===== config.mk =====
export PLATFORM = sky130hd
export DESIGN_NAME = tga_rle_pixel_decoder_unit
export DESIGN_NICKNAME = d
export VERILOG_FILES = /design/src/rtl/trd_pkg.sv /design/src/rtl/trd_front.sv /design/src/rtl/trd_queue.sv /design/src/rtl/trd_back.sv /design/src/rtl/tga_rle_pixel_decoder_unit.sv
export SDC_FILE = /design/constraint.sdc
export NUM_CORES = 1
export LEC_CHECK = 0
export ABC_AREA = 1
export BUFFER_PORTS_ARGS = -buffer_cell sky130_fd_sc_hd__buf_4
export CAP_MARGIN = 25
export CELL_PAD_IN_SITES_DETAIL_PLACEMENT = 1
export CELL_PAD_IN_SITES_GLOBAL_PLACEMENT = 1
export CORE_UTILIZATION = 47
export CTS_BUF_LIST = sky130_fd_sc_hd__clkbuf_16
export CTS_CLUSTER_DIAMETER = 100
export CTS_CLUSTER_SIZE = 20
export DETAILED_ROUTE_END_ITERATION = 16
export PLACE_DENSITY = 0.93
export RECOVER_POWER = 100
export SLEW_MARGIN = 20
export SYNTH_ARGS = -nofsm -noshare
export SYNTH_HDL_FRONTEND = slang
export SYNTH_HIERARCHICAL = 1
export SYNTH_SLANG_ARGS = --single-unit

===== constraint.sdc =====
create_clock -name clk -period 7.7 [get_ports clk]
set_input_delay 0.77 -clock clk [delete_from_list [all_inputs] [get_ports clk]]
set_output_delay 0.77 -clock clk [all_outputs]
set_load 0.02 [all_outputs]

===== src/rtl/trd_pkg.sv =====
package trd_pkg;

	localparam int unsigned QUEUE_DEPTH_DEF = 2;
	localparam logic [2:0] PIXEL_BYTES_RST = 3'd3;
	localparam logic [2:0] PIXEL_BYTES_MIN = 3'd1;
	localparam logic [2:0] PIXEL_BYTES_MAX = 3'd4;
	localparam logic [31:0] IMAGE_PIXELS_RST = 32'd0;
	localparam logic [7:0] RUN_FLAG = 8'h80;
	localparam logic [7:0] COUNT_MASK = 8'h7f;

	typedef enum logic {
		REG_PIXEL_BYTES = 1'b0,
		REG_IMAGE_PIXELS = 1'b1
	} reg_index_t;

	typedef enum logic [4:0] {
		PH_HEADER = 5'b00001,
		PH_REPEAT = 5'b00010,
		PH_RAW = 5'b00100,
		PH_DONE = 5'b01000,
		PH_ERROR = 5'b10000
	} phase_t;

	typedef enum logic [1:0] {
		ST_BUSY = 2'd0,
		ST_DONE = 2'd1,
		ST_ERROR = 2'd2
	} status_t;

	// One decoded byte: a pixel repeated count times, and the status it ends with.
	typedef struct packed {
		logic [31:0] pixel;
		logic [7:0] count;
		status_t status;
	} cmd_t;

endpackage


===== src/rtl/trd_front.sv =====
module trd_front (
	input logic clk,
	input logic arst_n,
	input logic in_valid,
	output logic in_ready,
	input logic [7:0] data_byte,
	input logic first_byte,
	input logic final_byte,
	input logic [2:0] pixel_bytes,
	input logic [31:0] image_pixels,
	input logic queue_full,
	output logic push,
	output trd_pkg::cmd_t push_cmd
);
	import trd_pkg::*;

	phase_t phase_q;
	logic [7:0] pkt_left_q;
	logic [1:0] byte_idx_q;
	logic [31:0] assembly_q;
	logic [31:0] img_left_q;

	phase_t eff_phase;
	logic [7:0] eff_pkt;
	logic [1:0] eff_idx;
	logic [31:0] eff_asm;
	logic [31:0] eff_img;

	phase_t nxt_phase;
	logic [7:0] nxt_pkt;
	logic [1:0] nxt_idx;
	logic [31:0] nxt_asm;
	logic [31:0] nxt_img;

	logic [2:0] pb_clamped;
	logic [7:0] hdr_cnt;
	logic [31:0] asm_new;
	logic byte_last;
	logic [31:0] raw_dec;
	logic [7:0] pkt_dec;
	logic [32:0] rep_diff;
	logic active;
	logic accept;

	assign in_ready = !queue_full;
	assign accept = in_valid && in_ready;

	always_comb begin
		if (pixel_bytes < PIXEL_BYTES_MIN) begin
			pb_clamped = PIXEL_BYTES_MIN;
		end else if (pixel_bytes > PIXEL_BYTES_MAX) begin
			pb_clamped = PIXEL_BYTES_MAX;
		end else begin
			pb_clamped = pixel_bytes;
		end
	end

	// A first byte clears the decode state before the byte itself is decoded.
	assign eff_phase = first_byte ? PH_HEADER : phase_q;
	assign eff_pkt = first_byte ? 8'd0 : pkt_left_q;
	assign eff_idx = first_byte ? 2'd0 : byte_idx_q;
	assign eff_asm = first_byte ? 32'd0 : assembly_q;
	assign eff_img = first_byte ? image_pixels : img_left_q;

	assign active = (eff_phase == PH_HEADER) || (eff_phase == PH_REPEAT)
		|| (eff_phase == PH_RAW);
	assign hdr_cnt = (data_byte & COUNT_MASK) + 8'd1;
	assign asm_new = eff_asm | ({24'd0, data_byte} << {eff_idx, 3'b000});
	assign byte_last = ({1'b0, eff_idx} + 3'd1) >= pb_clamped;
	assign raw_dec = eff_img - 32'd1;
	assign pkt_dec = eff_pkt - 8'd1;
	assign rep_diff = {1'b0, eff_img} - {25'd0, eff_pkt};

	always_comb begin
		nxt_phase = eff_phase;
		nxt_pkt = eff_pkt;
		nxt_idx = eff_idx;
		nxt_asm = eff_asm;
		nxt_img = eff_img;
		push_cmd.pixel = 32'd0;
		push_cmd.count = 8'd0;
		push_cmd.status = ST_BUSY;
		unique case (eff_phase)
			PH_HEADER: begin
				if (eff_img == 32'd0) begin
					nxt_phase = PH_DONE;
				end else begin
					nxt_idx = 2'd0;
					nxt_asm = 32'd0;
					nxt_pkt = hdr_cnt;
					if ((data_byte & RUN_FLAG) != 8'd0) begin
						nxt_phase = PH_REPEAT;
					end else if ({24'd0, hdr_cnt} > eff_img) begin
						nxt_phase = PH_ERROR;
					end else begin
						nxt_phase = PH_RAW;
					end
				end
			end
			PH_RAW: begin
				if (!byte_last) begin
					nxt_asm = asm_new;
					nxt_idx = eff_idx + 2'd1;
				end else begin
					nxt_idx = 2'd0;
					nxt_asm = 32'd0;
					push_cmd.pixel = asm_new;
					push_cmd.count = 8'd1;
					nxt_img = raw_dec;
					nxt_pkt = pkt_dec;
					if (raw_dec == 32'd0) begin
						nxt_phase = PH_DONE;
					end else if (pkt_dec == 8'd0) begin
						nxt_phase = PH_HEADER;
					end
				end
			end
			PH_REPEAT: begin
				if (!byte_last) begin
					nxt_asm = asm_new;
					nxt_idx = eff_idx + 2'd1;
				end else begin
					nxt_idx = 2'd0;
					nxt_asm = 32'd0;
					nxt_pkt = 8'd0;
					push_cmd.pixel = asm_new;
					// A borrow means the run is longer than what the image still needs.
					if (rep_diff[32]) begin
						push_cmd.count = eff_img[7:0];
						nxt_img = 32'd0;
						nxt_phase = PH_ERROR;
					end else begin
						push_cmd.count = eff_pkt;
						nxt_img = rep_diff[31:0];
						nxt_phase = (rep_diff[31:0] == 32'd0) ? PH_DONE : PH_HEADER;
					end
				end
			end
			default: begin
			end
		endcase
		if (active && final_byte && nxt_phase != PH_DONE && nxt_phase != PH_ERROR) begin
			nxt_phase = PH_ERROR;
		end
		if (active && nxt_phase == PH_DONE) begin
			push_cmd.status = ST_DONE;
		end else if (active && nxt_phase == PH_ERROR) begin
			push_cmd.status = ST_ERROR;
		end
	end

	assign push = accept && active && (push_cmd.count != 8'd0 || push_cmd.status != ST_BUSY);

	always_ff @(posedge clk or negedge arst_n) begin
		if (!arst_n) begin
			phase_q <= PH_HEADER;
			pkt_left_q <= 8'd0;
			byte_idx_q <= 2'd0;
			assembly_q <= 32'd0;
			img_left_q <= 32'd0;
		end else if (accept) begin
			phase_q <= nxt_phase;
			pkt_left_q <= nxt_pkt;
			byte_idx_q <= nxt_idx;
			assembly_q <= nxt_asm;
			img_left_q <= nxt_img;
		end
	end

`ifndef SYNTHESIS
	assert property (@(posedge clk) disable iff (!arst_n)
		push |-> push_cmd.count <= 8'd128)
		else $error("Front pushed a run longer than one packet.");
`endif

endmodule


===== src/rtl/trd_queue.sv =====
module trd_queue #(
	parameter int unsigned DEPTH = trd_pkg::QUEUE_DEPTH_DEF
) (
	input logic clk,
	input logic arst_n,
	input logic push,
	input trd_pkg::cmd_t push_cmd,
	input logic pop,
	output trd_pkg::cmd_t head,
	output logic full,
	output logic empty
);
	import trd_pkg::*;

	localparam int unsigned PTR_W = $clog2(DEPTH);
	localparam int unsigned CNT_W = $clog2(DEPTH + 1);

	cmd_t mem_q [DEPTH];
	logic [PTR_W-1:0] wr_ptr_q;
	logic [PTR_W-1:0] rd_ptr_q;
	logic [CNT_W-1:0] count_q;

	assign full = count_q == CNT_W'(DEPTH);
	assign empty = count_q == '0;
	assign head = mem_q[rd_ptr_q];

	always_ff @(posedge clk) begin
		if (push) begin
			mem_q[wr_ptr_q] <= push_cmd;
		end
	end

	always_ff @(posedge clk or negedge arst_n) begin
		if (!arst_n) begin
			wr_ptr_q <= '0;
			rd_ptr_q <= '0;
			count_q <= '0;
		end else begin
			if (push) begin
				wr_ptr_q <= (wr_ptr_q == PTR_W'(DEPTH - 1)) ? '0 : wr_ptr_q + 1'b1;
			end
			if (pop) begin
				rd_ptr_q <= (rd_ptr_q == PTR_W'(DEPTH - 1)) ? '0 : rd_ptr_q + 1'b1;
			end
			if (push && !pop) begin
				count_q <= count_q + 1'b1;
			end else if (pop && !push) begin
				count_q <= count_q - 1'b1;
			end
		end
	end

`ifndef SYNTHESIS
	assert property (@(posedge clk) disable iff (!arst_n) push |-> !full)
		else $error("Queue written while full.");
	assert property (@(posedge clk) disable iff (!arst_n) pop |-> !empty)
		else $error("Queue read while empty.");
`endif

endmodule


===== src/rtl/trd_back.sv =====
module trd_back (
	input logic clk,
	input logic arst_n,
	input trd_pkg::cmd_t head,
	input logic empty,
	output logic pop,
	output logic out_valid,
	input logic out_ready,
	output logic [31:0] pixel_lo,
	output logic [31:0] pixel_hi,
	output logic [1:0] pixel_count,
	output logic run_end,
	output logic [1:0] status
);
	import trd_pkg::*;

	logic [7:0] sent_q;
	logic out_valid_q;
	logic [31:0] pixel_lo_q;
	logic [31:0] pixel_hi_q;
	logic [1:0] pixel_count_q;
	logic run_end_q;
	status_t status_q;

	logic [7:0] left;
	logic two;
	logic last;
	logic load;

	assign left = head.count - sent_q;
	assign two = left >= 8'd2;
	assign last = left <= 8'd2;
	assign load = !empty && (!out_valid_q || out_ready);
	assign pop = load && last;

	always_ff @(posedge clk or negedge arst_n) begin
		if (!arst_n) begin
			out_valid_q <= 1'b0;
			sent_q <= 8'd0;
		end else begin
			if (load) begin
				out_valid_q <= 1'b1;
				sent_q <= last ? 8'd0 : sent_q + 8'd2;
			end else if (out_ready) begin
				out_valid_q <= 1'b0;
			end
		end
	end

	always_ff @(posedge clk) begin
		if (load) begin
			pixel_lo_q <= (left != 8'd0) ? head.pixel : 32'd0;
			pixel_hi_q <= two ? head.pixel : 32'd0;
			pixel_count_q <= two ? 2'd2 : left[1:0];
			run_end_q <= last;
			status_q <= last ? head.status : ST_BUSY;
		end
	end

	assign out_valid = out_valid_q;
	assign pixel_lo = pixel_lo_q;
	assign pixel_hi = pixel_hi_q;
	assign pixel_count = pixel_count_q;
	assign run_end = run_end_q;
	assign status = status_q;

`ifndef SYNTHESIS
	assert property (@(posedge clk) disable iff (!arst_n)
		out_valid && pixel_count == 2'd0 |-> run_end && status != ST_BUSY)
		else $error("Empty word without a status.");
	assert property (@(posedge clk) disable iff (!arst_n)
		out_valid && status != ST_BUSY |-> run_end)
		else $error("Status reported before the last word of a byte.");
	assert property (@(posedge clk) disable iff (!arst_n)
		out_valid |-> pixel_count != 2'd3)
		else $error("Word carries more than two pixels.");
`endif

endmodule


===== src/rtl/tga_rle_pixel_decoder_unit.sv =====
// A byte's first word is written into the command queue and then registered in the
// output register before it is valid.
// Throughput: one byte per cycle; a repeat run of N pixels leaves the output as
// ceil(N/2) words, and input stalls once the command queue between the parser and
// the output stage is full.
// Reset (arst_n low) clears the decode state, the queue and the output valid, and sets
// pixel_bytes to 3 and image_pixels to 0.
module tga_rle_pixel_decoder_unit #(
	parameter int unsigned QUEUE_DEPTH = trd_pkg::QUEUE_DEPTH_DEF
) (
	input logic clk,
	input logic arst_n,
	input logic in_valid,
	output logic in_ready,
	input logic [7:0] data_byte,
	input logic first_byte,
	input logic final_byte,
	output logic out_valid,
	input logic out_ready,
	output logic [31:0] pixel_lo,
	output logic [31:0] pixel_hi,
	output logic [1:0] pixel_count,
	output logic run_end,
	output logic [1:0] status,
	input logic cfg_valid,
	output logic cfg_ready,
	input logic cfg_index,
	input logic [31:0] cfg_data
);
	import trd_pkg::*;

	logic [2:0] pixel_bytes_q;
	logic [31:0] image_pixels_q;

	logic push;
	logic pop;
	logic queue_full;
	logic queue_empty;
	cmd_t push_cmd;
	cmd_t head;

	assign cfg_ready = 1'b1;

	always_ff @(posedge clk or negedge arst_n) begin
		if (!arst_n) begin
			pixel_bytes_q <= PIXEL_BYTES_RST;
			image_pixels_q <= IMAGE_PIXELS_RST;
		end else if (cfg_valid && cfg_ready) begin
			unique case (reg_index_t'(cfg_index))
				REG_PIXEL_BYTES: pixel_bytes_q <= cfg_data[2:0];
				REG_IMAGE_PIXELS: image_pixels_q <= cfg_data;
				default: begin
				end
			endcase
		end
	end

	trd_front u_front (
		.clk(clk),
		.arst_n(arst_n),
		.in_valid(in_valid),
		.in_ready(in_ready),
		.data_byte(data_byte),
		.first_byte(first_byte),
		.final_byte(final_byte),
		.pixel_bytes(pixel_bytes_q),
		.image_pixels(image_pixels_q),
		.queue_full(queue_full),
		.push(push),
		.push_cmd(push_cmd)
	);

	trd_queue #(
		.DEPTH(QUEUE_DEPTH)
	) u_queue (
		.clk(clk),
		.arst_n(arst_n),
		.push(push),
		.push_cmd(push_cmd),
		.pop(pop),
		.head(head),
		.full(queue_full),
		.empty(queue_empty)
	);

	trd_back u_back (
		.clk(clk),
		.arst_n(arst_n),
		.head(head),
		.empty(queue_empty),
		.pop(pop),
		.out_valid(out_valid),
		.out_ready(out_ready),
		.pixel_lo(pixel_lo),
		.pixel_hi(pixel_hi),
		.pixel_count(pixel_count),
		.run_end(run_end),
		.status(status)
	);

endmodule


==> results.yml <==
logic_synthesis:
  ys_top_cells_by_area: "edfxtp_1 (26%), dfrtp_1 (17%), nand2_1 (12%)"
  synth_top_area_cell: "edfxtp_1"
  ys.flop_type: "edfxtp_1"
  syn_area_sq_mm: 0.0177
  ys_seq_elements: 279
  syn_avg_cell_area_sq_um: 8.12
  async_reset_ff_share_pct: 45.2
  yosysWarningCount: 6
  netlist-cell-type-count: 58
  synth.most_common_cell: "nand2_1"
  yosysTopAreaCellShare_pct: 26.0
  netlist_instances: 2179
  syn_nets: 2257
  yosys-top-cells-count: "nand2_1 (568), inv_1 (255), nor2_1 (203), edfxtp_1 (153), nand3_1 (143)"
  synth_edf_count: 153
  synth-seq-area-share_pct: 43.8
worst_setup_path:
  critPathTopFamily: "buffers and inverters"
  crit_cells: 18
  crit_slowest_cell: "clkbuf_1"
  r2r-end: "u_queue/mem_q[0][28]"
  crit_top_cell: "nor2_1"
  cp-end-kind: "flip-flop"
  start_kind: "flip-flop"
  r2r_start: "u_front/byte_idx_q[1]"
  reg2regPathDepth: 18
  required_ns: 7.85
  cpPeakStageDelay_ns: 1.14
  r2r_slack_ns: 0.89
  crit_start: "u_front/byte_idx_q[1]"
  arrival_ns: 6.96
  crit_end: "u_queue/mem_q[0][28]"
  worstSetupPathType: "reg2reg"
  worstPathCellList: "clkinv_1, nor2_1, ha_1, ha_1, nand2_1, nor2_1, a211oi_1, nand2_1, clkbuf_1, nand2_1, inv_1, a21oi_1, nand3_1, nor2_1, a21oi_1, inv_1, nor2_1, clkbuf_1"
  critPathBufInv: 5
  cp_max_fo: 24
clock_tree:
  numCtsBuffers: 19
  postCtsHoldBufs: 0
  ctsRootBufferMaster: "clkbuf_16"
  clkSlewWorstSetupHoldPaths_ns: 0.09
  post_cts_buffers: 0
  htree_num_levels: 1
  clk_latency_ns: 0.55
  cts.sinks: 279
  ctsResizeCount: 0
  cts_tree: "yes"
  clock_path_buffers: 3
floorplanning:
  ios: 120
  die_h_microns: 196
  initial_core_util_pct: 48.1
  fp-row-count: 70
  die-width_microns: 196
  die-area_sq_mm: 0.0384
  core_area_sq_mm: 0.0368
sta:
  final-setup-viol-count: 0
  drv_slew: 346
  slew_headroom_pct: -121
  worst_pin_slew_ns: 3.32
  finalHoldViolCount: 0
  min_period_ns: 6.81
  layout_worst_path_cycle_share_pct: 88.4
  tns_ns: 0
  fmax_mhz: 147
  fin_skew_ns: 0.0293
  rsz0062_at_grt: "false"
placement:
  port_buffers: 118
  dp_hpwl_microns: 47100
  place.gp.congestion: 0.981
global_routing:
  grt_pass1_vias: 17000
  antenna_found_initial: 0
  grt_first_pass_wirelength_microns: 99200
  track_usage_pct: 33.6
  grt_overflow: 0
  grt_max_degree: 66
finish:
  fin_nets: 2332
  drive_gt1_share_pct: 12.2
  area_growth_pct: 6.16
  antenna_cells: 0
run_status:
  status: "finished with violations"
  failed_checks: "max-capacitance violations, max-slew violations"
power:
  seqPwrFrac_pct: 34.0
  worst_ir_drop_vdd_v: 0.000301
  leakage_nw: 8.41
  p_comb_share_pct: 51.1
  power.switching_mw: 3.49
  p_per_area_mw_per_mm2: 374
  clock_power_share_pct: 14.8
  internal_power_mw: 3.52
  power_mw: 7.01
  switching_share_pct: 49.8
drt:
  drt_iter0_drc: 1345
  ant_nets: 0
  vias_per_cell: 5.95
  first_pass_iters: 6
  drcViolationCount: 0
  wl_per_cell_microns: 23.7
  wl_microns: 64800
  dr_total_vias: 16300
run:
  drv_cap: 8
min_path:
  holdCritPathClass: "in2reg"
[cell families (layout without fill, tap and decap cells)]
logic type      count (synthesis)  after routing  synth area share [%]
simple gates                 1043           1043                  25.8
compound gates                380            380                  13.5
buf+inv                       377            465                  9.87
flops                         279            279                  43.8
mux                            42             42                  3.50
fa+ha+maj                      30             30                  2.16
xor+xnor                       26             26                  1.29
other cells                     2              2                0.0425
[worst reg2reg max path, stage by stage (launching register included)]
cell	delay, ns
dfrtp_1	0.34
clkinv_1	0.51
nor2_1	0.77
ha_1	0.38
ha_1	0.30
nand2_1	0.05
nor2_1	0.09
a211oi_1	0.05
nand2_1	0.43
clkbuf_1	0.76
nand2_1	0.27
inv_1	0.22
a21oi_1	0.12
nand3_1	0.20
nor2_1	0.08
a21oi_1	0.36
inv_1	0.10
nor2_1	0.23
clkbuf_1	1.14
[metrics by stage]
| step | hold WS, ns | area [sq um] | util [%] | cells | setup WS [ns] |
|---|---|---|---|---|---|
| floorplan | 0.434 | 17700 | - | 2179 | 1.42 |
| global placement | 0.458 | 18700 | 50.9 | 2701 | 1.88 |
| detailed placement | 0.463 | 18700 | 50.9 | 2701 | 1.57 |
| CTS | 0.0912 | 19300 | 52.4 | 2735 | 1.83 |
| global route | 0.457 | 18800 | 51.0 | 2735 | 0.701 |
| finish | 0.454 | 18800 | 51.0 | 2735 | 0.895 |
[how the worst min path moves through the flow]
stage,from,end,slack [ns],cells after the start
4_1_cts,arst_n,u_front/assembly_q[28],0.09,1
3_3_place_gp,image_pixels_q[22],image_pixels_q[22],0.46,2
3_5_place_dp,image_pixels_q[19],image_pixels_q[19],0.46,2
5_1_grt,cfg_data[13],image_pixels_q[13],0.46,3
2_1_floorplan,image_pixels_q[31],image_pixels_q[31],0.43,2
6_report,cfg_data[3],image_pixels_q[3],0.45,3
[cell type report]
type                       instances  area [sq um]
tap                              468           586
sequential                       279          7750
inverter                         287          1080
timing repair buffer             144           767
clock inverter                    15           103
fill                            4617         18000
multi-input combinational       1523          8020
clock buffer                      19           475
[power by group through the flow]
stage               Clock (mW)  Combinational (mW)  Sequential (mW)
floorplan                    0                2.44             2.51
global placement             0                3.47             2.35
detailed placement           0                3.68             2.40
CTS                       1.06                3.75             2.38
global route              1.09                3.85             2.43
finish                    1.04                3.59             2.39
[cell usage in the layout, fill, tap and decap left out, types with 8 or more instances in the layout]
cell	synthesis	final
nand2_2	34	33
nand4_1	24	24
clkbuf_16	0	19
edfxtp_1	153	153
a21oi_1	122	157
a21oi_2	45	10
nand3_1	143	145
a31oi_1	21	21
nand3_2	10	8
clkbuf_1	41	83
nor2_2	21	20
inv_1	255	266
inv_2	27	27
nor2_1	203	204
xor2_1	23	23
dfrtp_1	123	123
o21ai_2	21	21
or2_2	8	8
mux2_4	39	38
nand2_1	568	570
o211ai_1	12	12
ha_1	29	29
buf_4	13	60
nor2_4	9	9
o21ai_0	107	109
o21ai_1	9	8
[registers in the layout (all words and copies together) (netlist names), 2 cells and up]
name,flops
u_back/sent_q,7
u_front/img_left_q,32
u_back/pixel_lo,32
u_queue/mem_q,84
u_queue/count_q,2
u_front/assembly_q,32
u_front/byte_idx_q,2
pixel_bytes_q,3
u_back/pixel_count,2
u_front/pkt_left_q,8
u_front/phase_q,5
u_back/status,2
image_pixels_q,32
u_back/pixel_hi,32
[routing by layer]
metal | routed length [microns] | global-route usage, % | part of all wire, %
met1 | 24700 | 39.5 | 38
met2 | 32200 | 59.8 | 50
met3 | 4060 | 4.50 | 6.3
met4 | 3890 | 17.9 | 6.0
met5 | 0 | 0 | 0
(Power assumes the default switching activity.)
